[src/rtl/base64_stream_decoder_top_defines.svh]
// Assertion macros used by the decoder top module.
`ifndef BASE64_STREAM_DECODER_TOP_DEFINES_SVH
`define BASE64_STREAM_DECODER_TOP_DEFINES_SVH

// Same-cycle implication, disabled during reset.
`define BSD_ASSERT_NOW(label, clk, rst, pre, post) \
  label: assert property (@(posedge clk) disable iff (rst) (pre) |-> (post)) \
    else $error("decoder check failed");

// Next-cycle implication, disabled during reset.
`define BSD_ASSERT_NEXT(label, clk, rst, pre, post) \
  label: assert property (@(posedge clk) disable iff (rst) (pre) |=> (post)) \
    else $error("decoder check failed");

`endif

[src/rtl/bsd_pkg.sv]
package bsd_pkg;

  localparam int CharW   = 8;
  localparam int SextW   = 6;
  localparam int CapW    = 16;
  localparam int StatW   = 2;
  localparam int QDepth  = 4;
  localparam int QPtrW   = $clog2(QDepth);
  localparam int QCntW   = $clog2(QDepth + 1);
  localparam int TdataW  = 32;

  localparam logic [CharW-1:0] PadChar = 8'h3D;
  localparam logic [CapW-1:0]  CapReset = 16'hFFFF;

  localparam logic KindData   = 1'b0;
  localparam logic KindStatus = 1'b1;

  localparam logic [StatW-1:0] StatOk       = 2'd0;
  localparam logic [StatW-1:0] StatBadPad   = 2'd1;
  localparam logic [StatW-1:0] StatOverflow = 2'd2;

  typedef struct packed {
    logic              item_kind;
    logic [CharW-1:0]  data_byte;
    logic [StatW-1:0]  status_code;
    logic [CapW-1:0]   byte_total;
    logic              last_result;
  } result_t;

  typedef struct packed {
    logic    data_vld;
    result_t data_res;
    logic    stat_vld;
    result_t stat_res;
  } step_out_t;

  typedef struct packed {
    logic             hit;
    logic [SextW-1:0] value;
  } sextet_t;

  function automatic sextet_t sextet_of(input logic [CharW-1:0] ch);
    sextet_t s;
    s.hit   = 1'b1;
    s.value = '0;
    case (ch) inside
      [8'h41:8'h5A]: s.value = SextW'(ch - 8'd65);
      [8'h61:8'h7A]: s.value = SextW'(ch - 8'd71);
      [8'h30:8'h39]: s.value = SextW'(ch + 8'd4);
      8'h2B:         s.value = 6'd62;
      8'h2F:         s.value = 6'd63;
      default:       s.hit   = 1'b0;
    endcase
    return s;
  endfunction

endpackage

[src/rtl/bsd_decode.sv]
module bsd_decode (
  input  logic                          clk,
  input  logic                          rst,
  input  logic                          step,
  input  logic [bsd_pkg::CharW-1:0]     char_code,
  input  logic                          last_char,
  input  logic [bsd_pkg::CapW-1:0]      out_capacity,
  output bsd_pkg::step_out_t            result
);

  logic [5:0]                buffer, buffer_next;
  logic [2:0]                bits_held, bits_held_next;
  logic [1:0]                pad_count, pad_count_next;
  logic                      pad_closed, pad_closed_next;
  logic [bsd_pkg::CapW-1:0]  bytes_done, bytes_done_next;
  logic                      overflowed, overflowed_next;

  bsd_pkg::sextet_t          sx;
  logic [11:0]               acc;
  logic [7:0]                byte_val;
  logic                      ok;

  assign sx  = bsd_pkg::sextet_of(char_code);
  assign acc = {buffer, sx.value};

  always_comb begin
    case (bits_held)
      3'd2:    byte_val = acc[7:0];
      3'd4:    byte_val = acc[9:2];
      default: byte_val = acc[11:4];
    endcase
  end

  always_comb begin
    buffer_next     = buffer;
    bits_held_next  = bits_held;
    pad_count_next  = pad_count;
    pad_closed_next = pad_closed;
    bytes_done_next = bytes_done;
    overflowed_next = overflowed;
    result          = '0;

    if (pad_closed) begin
    end else if (pad_count != 2'd0) begin
      if (char_code == bsd_pkg::PadChar) begin
        pad_count_next = 2'd2;
      end
      pad_closed_next = 1'b1;
    end else if (char_code == bsd_pkg::PadChar) begin
      pad_count_next = 2'd1;
    end else if (sx.hit) begin
      if (bits_held == 3'd0) begin
        bits_held_next = 3'd6;
        buffer_next    = sx.value;
      end else begin
        bits_held_next = bits_held - 3'd2;
        case (bits_held)
          3'd2:    buffer_next = 6'd0;
          3'd4:    buffer_next = {4'd0, acc[1:0]};
          default: buffer_next = {2'd0, acc[3:0]};
        endcase
        if (!overflowed) begin
          if (bytes_done >= out_capacity) begin
            overflowed_next = 1'b1;
          end else begin
            bytes_done_next          = bytes_done + bsd_pkg::CapW'(1);
            result.data_vld          = 1'b1;
            result.data_res.item_kind = bsd_pkg::KindData;
            result.data_res.data_byte = byte_val;
          end
        end
      end
    end

    ok = (pad_count_next == 2'd0 && bits_held_next == 3'd0) ||
         (pad_count_next == 2'd1 && bits_held_next == 3'd2) ||
         (pad_count_next == 2'd2 && bits_held_next == 3'd4);

    if (last_char) begin
      result.stat_vld             = 1'b1;
      result.stat_res.item_kind   = bsd_pkg::KindStatus;
      result.stat_res.byte_total  = bytes_done_next;
      result.stat_res.last_result = 1'b1;
      if (overflowed_next) begin
        result.stat_res.status_code = bsd_pkg::StatOverflow;
      end else if (ok) begin
        result.stat_res.status_code = bsd_pkg::StatOk;
      end else begin
        result.stat_res.status_code = bsd_pkg::StatBadPad;
      end
      buffer_next     = '0;
      bits_held_next  = '0;
      pad_count_next  = '0;
      pad_closed_next = 1'b0;
      bytes_done_next = '0;
      overflowed_next = 1'b0;
    end

    if (!step) begin
      result.data_vld = 1'b0;
      result.stat_vld = 1'b0;
    end
  end

  always_ff @(posedge clk) begin
    if (rst) begin
      buffer     <= '0;
      bits_held  <= '0;
      pad_count  <= '0;
      pad_closed <= 1'b0;
      bytes_done <= '0;
      overflowed <= 1'b0;
    end else if (step) begin
      buffer     <= buffer_next;
      bits_held  <= bits_held_next;
      pad_count  <= pad_count_next;
      pad_closed <= pad_closed_next;
      bytes_done <= bytes_done_next;
      overflowed <= overflowed_next;
    end
  end

endmodule

[src/rtl/base64_stream_decoder_top.sv]
// Base64 stream decoder, standard alphabet with '=' padding.
// Input: s_axis carries one character per word, tlast on the final character
// of a message. Output: m_axis carries data bytes (tuser 0) and one status
// word per message (tuser 1, tlast 1) with the status code and byte count.
// Config: cfg_valid/cfg_data write the per-message output capacity; cfg_ready
// is always high. Write it only while no message is in flight.
// Path: an accepted character waits in an input register; the decoder
// consumes it from there and writes its results into the result queue,
// whose head drives m_axis. Throughput: one character per cycle while the
// queue has room; the output moves one word per cycle while m_axis_tready
// is high, and a final character that also yields a byte gives two words.
// A four-entry result queue sets how far the input runs ahead of a stalled
// receiver; s_axis_tready drops once it cannot hold two more results.
// Reset: clears the message state, empties the queue and sets the capacity
// to 65535.
`include "base64_stream_decoder_top_defines.svh"

module base64_stream_decoder_top (
  input  logic                        clk,
  input  logic                        rst,
  input  logic                        s_axis_tvalid,
  output logic                        s_axis_tready,
  input  logic [7:0]                  s_axis_tdata,   // char_code[7:0]
  input  logic                        s_axis_tlast,
  output logic                        m_axis_tvalid,
  input  logic                        m_axis_tready,
  // data_byte[7:0], status_code[9:8], byte_total[25:10], zero[31:26]
  output logic [bsd_pkg::TdataW-1:0]  m_axis_tdata,
  output logic                        m_axis_tuser,   // item_kind
  output logic                        m_axis_tlast,
  input  logic                        cfg_valid,
  output logic                        cfg_ready,
  input  logic [bsd_pkg::CapW-1:0]    cfg_data
);

  logic [bsd_pkg::CapW-1:0]    out_capacity;
  logic                        in_valid;
  logic [bsd_pkg::CharW-1:0]   in_char;
  logic                        in_last;
  logic                        consume;
  logic                        pop;
  logic                        space;
  bsd_pkg::step_out_t          step_res;

  bsd_pkg::result_t            queue [bsd_pkg::QDepth];
  logic [bsd_pkg::QPtrW-1:0]   head, tail, tail_second;
  logic [bsd_pkg::QCntW-1:0]   count, count_next;
  bsd_pkg::result_t            head_res;

  assign cfg_ready = 1'b1;

  always_ff @(posedge clk) begin
    if (rst) begin
      out_capacity <= bsd_pkg::CapReset;
    end else if (cfg_valid) begin
      out_capacity <= cfg_data;
    end
  end

  assign pop     = m_axis_tvalid && m_axis_tready;
  assign space   = (count <= bsd_pkg::QCntW'(bsd_pkg::QDepth - 2)) ||
                   (count == bsd_pkg::QCntW'(bsd_pkg::QDepth - 1) && pop);
  assign consume = in_valid && space;
  assign s_axis_tready = !in_valid || consume;

  always_ff @(posedge clk) begin
    if (rst) begin
      in_valid <= 1'b0;
    end else if (s_axis_tready) begin
      in_valid <= s_axis_tvalid;
    end
  end

  always_ff @(posedge clk) begin
    if (s_axis_tvalid && s_axis_tready) begin
      in_char <= s_axis_tdata;
      in_last <= s_axis_tlast;
    end
  end

  bsd_decode u_decode (
    .clk          (clk),
    .rst          (rst),
    .step         (consume),
    .char_code    (in_char),
    .last_char    (in_last),
    .out_capacity (out_capacity),
    .result       (step_res)
  );

  assign tail_second = tail + bsd_pkg::QPtrW'(step_res.data_vld);

  always_ff @(posedge clk) begin
    if (step_res.data_vld) begin
      queue[tail] <= step_res.data_res;
    end
    if (step_res.stat_vld) begin
      queue[tail_second] <= step_res.stat_res;
    end
  end

  assign count_next = count
                    + bsd_pkg::QCntW'(step_res.data_vld)
                    + bsd_pkg::QCntW'(step_res.stat_vld)
                    - bsd_pkg::QCntW'(pop);

  always_ff @(posedge clk) begin
    if (rst) begin
      head  <= '0;
      tail  <= '0;
      count <= '0;
    end else begin
      head  <= head + bsd_pkg::QPtrW'(pop);
      tail  <= tail + bsd_pkg::QPtrW'(step_res.data_vld)
                    + bsd_pkg::QPtrW'(step_res.stat_vld);
      count <= count_next;
    end
  end

  assign head_res      = queue[head];
  assign m_axis_tvalid = (count != '0);
  assign m_axis_tdata  = {6'd0, head_res.byte_total, head_res.status_code,
                          head_res.data_byte};
  assign m_axis_tuser  = head_res.item_kind;
  assign m_axis_tlast  = head_res.last_result;

  `BSD_ASSERT_NOW(a_queue_bound, clk, rst, 1'b1,
                  count <= bsd_pkg::QCntW'(bsd_pkg::QDepth))
  `BSD_ASSERT_NOW(a_status_on_last, clk, rst, step_res.stat_vld,
                  consume && in_last && step_res.stat_res.last_result)
  `BSD_ASSERT_NEXT(a_status_visible, clk, rst,
                   step_res.stat_vld && count == '0 && !step_res.data_vld,
                   m_axis_tvalid && m_axis_tlast)

endmodule
[config.mk]
export PLATFORM = sky130hd
export DESIGN_NAME = base64_stream_decoder_top
export DESIGN_NICKNAME = d
export VERILOG_FILES = /design/src/rtl/bsd_pkg.sv /design/src/rtl/bsd_decode.sv /design/src/rtl/base64_stream_decoder_top.sv
export VERILOG_INCLUDE_DIRS = /design/src /design/src/rtl
export SDC_FILE = /design/constraint.sdc
export NUM_CORES = 1
export LEC_CHECK = 0
export BUFFER_PORTS_ARGS = -buffer_cell sky130_fd_sc_hd__buf_2
export CORE_UTILIZATION = 61
export DETAILED_ROUTE_END_ITERATION = 12
export PLACE_DENSITY = 0.82
export SYNTH_ARGS = -nofsm -noshare
export SYNTH_HDL_FRONTEND = slang
export SYNTH_SLANG_ARGS = --single-unit
export TNS_END_PERCENT = 50
[constraint.sdc]
create_clock -name clk -period 4.5 [get_ports clk]
set_input_delay 0.45 -clock clk [delete_from_list [all_inputs] [get_ports clk]]
set_output_delay 0.45 -clock clk [all_outputs]
set_load 0.03 [all_outputs]
# Word-level counts from Yosys, hierarchy flattened
# Memories as Yosys holds them, arrays and structs flattened. A register that Yosys moved wholly into a read port is not among the register bits.
# Index checks and enable logic that the tools add are counted.
# word_totals
word_cells	134
out_inout_bits	37
reg_bits	62
ramBits	112
in_bits	30
memories	1
# classes
muxes	66
addsub	11
n_eq_ne	13
n_lt_le_gt_ge	8
reduce_logical	22
# memory_table
memory	words	width	rd	rd_ports_with_merged_regs	wr	line_no	rtl
queue	4	28	1	1	2	base64_stream_decoder_top.sv:45	bsd_pkg::result_t queue [bsd_pkg::QDepth];
# ops
cell	count
16-bit two-way mux	8
10-bit two-way mux	7
6-bit two-way mux	11
8-bit by 6-bit == test with 1-bit output (second input constant)	3
1-bit two-way mux	23
19-bit two-way mux	1
3-bit two-way mux	6
16-bit by 1-bit adder with 16-bit output (second input constant)	1
16-bit greater-or-equal comparator	1
8-bit by 7-bit greater-or-equal comparator with 1-bit output (second input constant)	2
8-bit by 7-bit <= comparator with 1-bit output (second input constant)	2
2-bit two-way mux	8
8-bit case mux with 2 select lines	1
1-bit logical AND	10
3-bit by 2-bit == test with 1-bit output (second input constant)	3
8-bit by 6-bit greater-or-equal comparator with 1-bit output (second input constant)	1
8-bit by 6-bit <= comparator with 1-bit output (second input constant)	1
4-bit case mux with 2 select lines	1
2-bit by 1-bit adder with 2-bit output	3
3-bit by 1-bit adder with 3-bit output	2
6-bit by 3-bit adder with 6-bit output (second input constant)	1
3-bit == test (second input constant)	2
3-bit logical NOT	2
2-bit != test (second input constant)	3
13 further kinds	17

# Logic depth before layout (Yosys ltp)
# depth
depth_word	18
depth_mapped	18

# Cells and area by module
# A second synthesis with hierarchy kept.
# unflattened
cells_unflattened	846
hier_area_um2	10171.0
# by_module_without_submodules
module	seq_area_each_um2	cells_per_inst	area_per_inst_um2	instances
base64_stream_decoder_top	4113.9	391	6842.8	1
bsd_decode	580.6	455	3328.2	1

# Worst setup path after synthesis
# OpenSTA, ideal clock, no wires.
# synth_timing
path_kind	flip-flop to flip-flop
start	reg in_char[2] (netlist name)
end	mem queue[2][0] (netlist name) (enable)
arrival_ns	3.661
setup_slack_ns	0.496
synth_period_minus_slack_ns	4.004
setup_time_ns	0.343
stages_incl_launch_ff	17
path_cell_list	edfxtp_1 > buf_6 > inv_1 > ha_1 > nand2b_1 > a31o_2 > o21a_1 > o31ai_4 > buf_6 > nor2_2 > nand2_1 > inv_1 > ha_1 > or3_1 > clkbuf_1 > inv_1 > or2_2
# synth_rtl
item	line_no	rtl
from (decl)	base64_stream_decoder_top.sv:38	logic [bsd_pkg::CharW-1:0] in_char;
from (signal assigned)	base64_stream_decoder_top.sv:76	in_char <= s_axis_tdata;
to (decl)	base64_stream_decoder_top.sv:45	

==> flow_summary.json <==
{
  "status": "finished clean",
  "synth_area_um2": 8870,
  "cts-root-buf": "clkbuf_16",
  "ff_latch_area_um2": 4260,
  "clk_path_buf_depth": 2,
  "ys_types": 76,
  "dp_hpwl_um": 13300,
  "cts_tree": "built",
  "required_ns": 4.57,
  "die_x_um": 123,
  "vias_per_cell": 6.23,
  "hold_viol": 0,
  "grt_setup_unrepaired": "no",
  "drive_gt1_share_pct": 18.3,
  "globalRouteTotalUtil_pct": 28.1,
  "setup_viol": 0,
  "num_vias": 6701,
  "antenna_cells": 0,
  "core_region_area_um2": 14000,
  "antenna_found_initial": 0,
  "fin_nets": 946,
  "routed_wl_um": 19500,
  "arrival_ns": 4.18,
  "ys_ff_latch": 170,
  "grt_first_pass_wirelength_um": 31900,
  "grt_max_degree": 35,
  "powerDensity_nw_per_um2": 408,
  "p_switching_uw": 1200,
  "crit_chain": "ha_1 -> nand4_1 -> o21bai_1 -> or4_4 -> or3_1 -> nor2_2 -> nand2_1 -> inv_1 -> ha_1 -> or3_1 -> inv_1 -> or2_2",
  "grt_pass1_vias": 6204,
  "finalCriticalPeriod_ns": 4.11,
  "worst_pin_slew_ns": 1.01,
  "ctsResizeCount": 0,
  "clock_sink_count": 170,
  "worstSetupEndpointType": "flop",
  "maxSlewViolCount": 0,
  "crit_slowest_cell": "or4_4",
  "multi_input_area_um2": 4210,
  "ant_nets": 0,
  "fmax_mhz": 244,
  "cap_violations": 0,
  "drt-initial-drc-count": 763,
  "fin_crit_sh_pct": 91.2,
  "combPwrFrac_pct": 19.8,
  "wl_per_cell_um": 18.1,
  "port_buffers": 59,
  "critPathMaxStageDelay_ns": 0.55,
  "post_cts_buffers": 0,
  "path_max_fanout": 19,
  "die_height_um": 123,
  "finClkSkew_ns": 0.00725,
  "cts_buffers": 17,
  "ios": 67,
  "synth_warnings": 0,
  "slew_headroom_pct": 32.5,
  "dr.pass1.iters": 5,
  "start_util_pct": 63.2,
  "dieArea_um2": 15000,
  "holdBufCountCts": 0,
  "areaGrowthSynthToFinish_pct": 10.5,
  "yosys_most_used_dff": "edfxtp_1",
  "synthCells": 844,
  "fillers": 1072,
  "htree_num_levels": 4,
  "p_int_uw": 2800,
  "finalSetupTns_ns": 0,
  "leakage_uw": 0.00347,
  "vdd_ir_drop_max_mv": 0.340,
  "grt.overflow.total": 0,
  "startpoint_type": "flop",
  "hold_ws_ns": 0.189,
  "worstSetupPathType": "flop to flop",
  "ys_seq_area_share_pct": 48.0,
  "insertion_delay_ns": 0.43,
  "hp-class": "input port to flop",
  "ys_async_sr_fraction_pct": 0,
  "avgSynthCellArea_um2": 10.5,
  "clockPowerShare_pct": 35.4,
  "pwr-share-seq_pct": 44.8,
  "synth_edf_count": 85,
  "switching_share_pct": 30.1,
  "drc_errors": 0,
  "gp_congestion": 0.844,
  "clkTransAtPathRegs_ns": 0.07,
  "fp-row-count": 43
}
## worst max-delay path: cells and delay by family (launching register included)
kind / cells / cell delay (ns)
adder cells (fa/ha/maj): 2 / 0.57
AND/OR/NAND/NOR: 7 / 2.34
AO/OA/AOI/OAI: 1 / 0.10
flip-flops: 1 / 0.50
buffers and inverters: 2 / 0.23
## final timing paths
check	from	end	slack, ns	depth (start not counted)
setup reg to reg	u_decode.bytes_done[12]	queue[2][14]	0.39	12
setup / recovery	u_decode.bytes_done[12]	queue[2][14]	0.39	12
hold reg to reg	queue[0][25]	queue[0][25]	0.46	2
hold / removal	s_axis_tdata[7]	in_char[7]	0.19	1
## cell usage in the layout, fill, tap and decap left out, types with 5 or more instances in the layout
| cell | count |
|---|---|
| or2_2 | 6 |
| a32oi_1 | 5 |
| and3_1 | 9 |
| mux4_2 | 27 |
| conb_1 | 7 |
| or3_1 | 10 |
| nand2_1 | 62 |
| buf_2 | 59 |
| or4_1 | 6 |
| nor4_1 | 6 |
| xor2_1 | 8 |
| xnor2_1 | 13 |
| a211oi_1 | 9 |
| dfxtp_1 | 84 |
| o21a_1 | 5 |
| nor2b_1 | 10 |
| nand2b_1 | 6 |
| nor4_4 | 6 |
| a31oi_1 | 21 |
| inv_1 | 40 |
| nor3_1 | 10 |
| and2_1 | 6 |
| a21oi_1 | 28 |
| nor2_1 | 113 |
| a22oi_1 | 6 |
| nand3_1 | 26 |
| ha_1 | 31 |
| o211ai_1 | 20 |
| nand4_1 | 14 |
| edfxtp_1 | 85 |
| mux2i_1 | 13 |
| clkbuf_16 | 17 |
| buf_4 | 13 |
| o21ai_0 | 35 |
## registers in the layout, indices dropped and copies added (netlist names), 2 cells and up
name	cells
u_decode.buffer	6
out_capacity	16
u_decode.bits_held	3
tail	2
in_char	8
queue	108
u_decode.pad_count	2
count	3
head	2
u_decode.bytes_done	16
## synthesized netlist by cell type (21+ instances only)
library cell	count	share of area (%)
a21oi_1	28	1.6
nand3_1	26	1.5
inv_1	40	1.7
clkbuf_1	39	1.7
o21ai_0	35	2.0
edfxtp_1	85	29
mux4_2	27	6.9
nor2_1	113	4.8
ha_1	31	4.4
a31oi_1	21	1.5
nand2_1	62	2.6
dfxtp_1	85	19
## through the flow
| step | utilization (%) | area, µm² | power (µW) | cells | setup WS (ns) |
|---|---|---|---|---|---|
| final | 69.8 | 9800 | 4000 | 1076 | 0.394 |
| after global routing | 69.8 | 9800 | 4160 | 1076 | 0.104 |
| after CTS | 69.8 | 9800 | 4020 | 1076 | 0.405 |
| after detailed placement | 65.8 | 9230 | 2610 | 1044 | 0.406 |
| after global placement | 65.8 | 9230 | 2600 | 1044 | 0.572 |
| after floorplan | - | 8890 | 2420 | 849 | 0.496 |
## cell type report
type	count	share of cell area [%]
multi-input combinational	581	42.9
tap	180	2.30
clock buffer	20	4.66
timing repair buffer	72	4.01
clock inverter	12	1.16
inverter	41	1.57
sequential	170	43.4
## per-layer routing
layer	up-vias	track usage (%)	routed length [µm]
met5	-	0	0
met4	0	11.9	431
met3	45	5.11	1290
met2	274	43.7	9150
met1	3209	38.6	8640
li1	3173	-	-
## power groups by stage
stage / clock, µW / combinational (µW) / sequential, µW
CTS: 1430 / 791 / 1800
global placement: 0 / 773 / 1830
detailed placement: 0 / 781 / 1830
global route: 1490 / 858 / 1810
floorplan: 0 / 678 / 1740
finish: 1420 / 792 / 1790
## logic make-up (layout without fill, tap and decap cells)
kind of cell	after synthesis	in the layout	share of synthesized area, %
fa+ha+maj	33	33	4.82
buf+inv	98	145	4.82
other cells	2	7	0.0847
flops	170	170	48.0
xor+xnor	21	21	2.07
simple gates	316	316	19.0
mux	40	40	8.32
compound gates	164	164	12.9
Power figures use the tool's default switching activity.
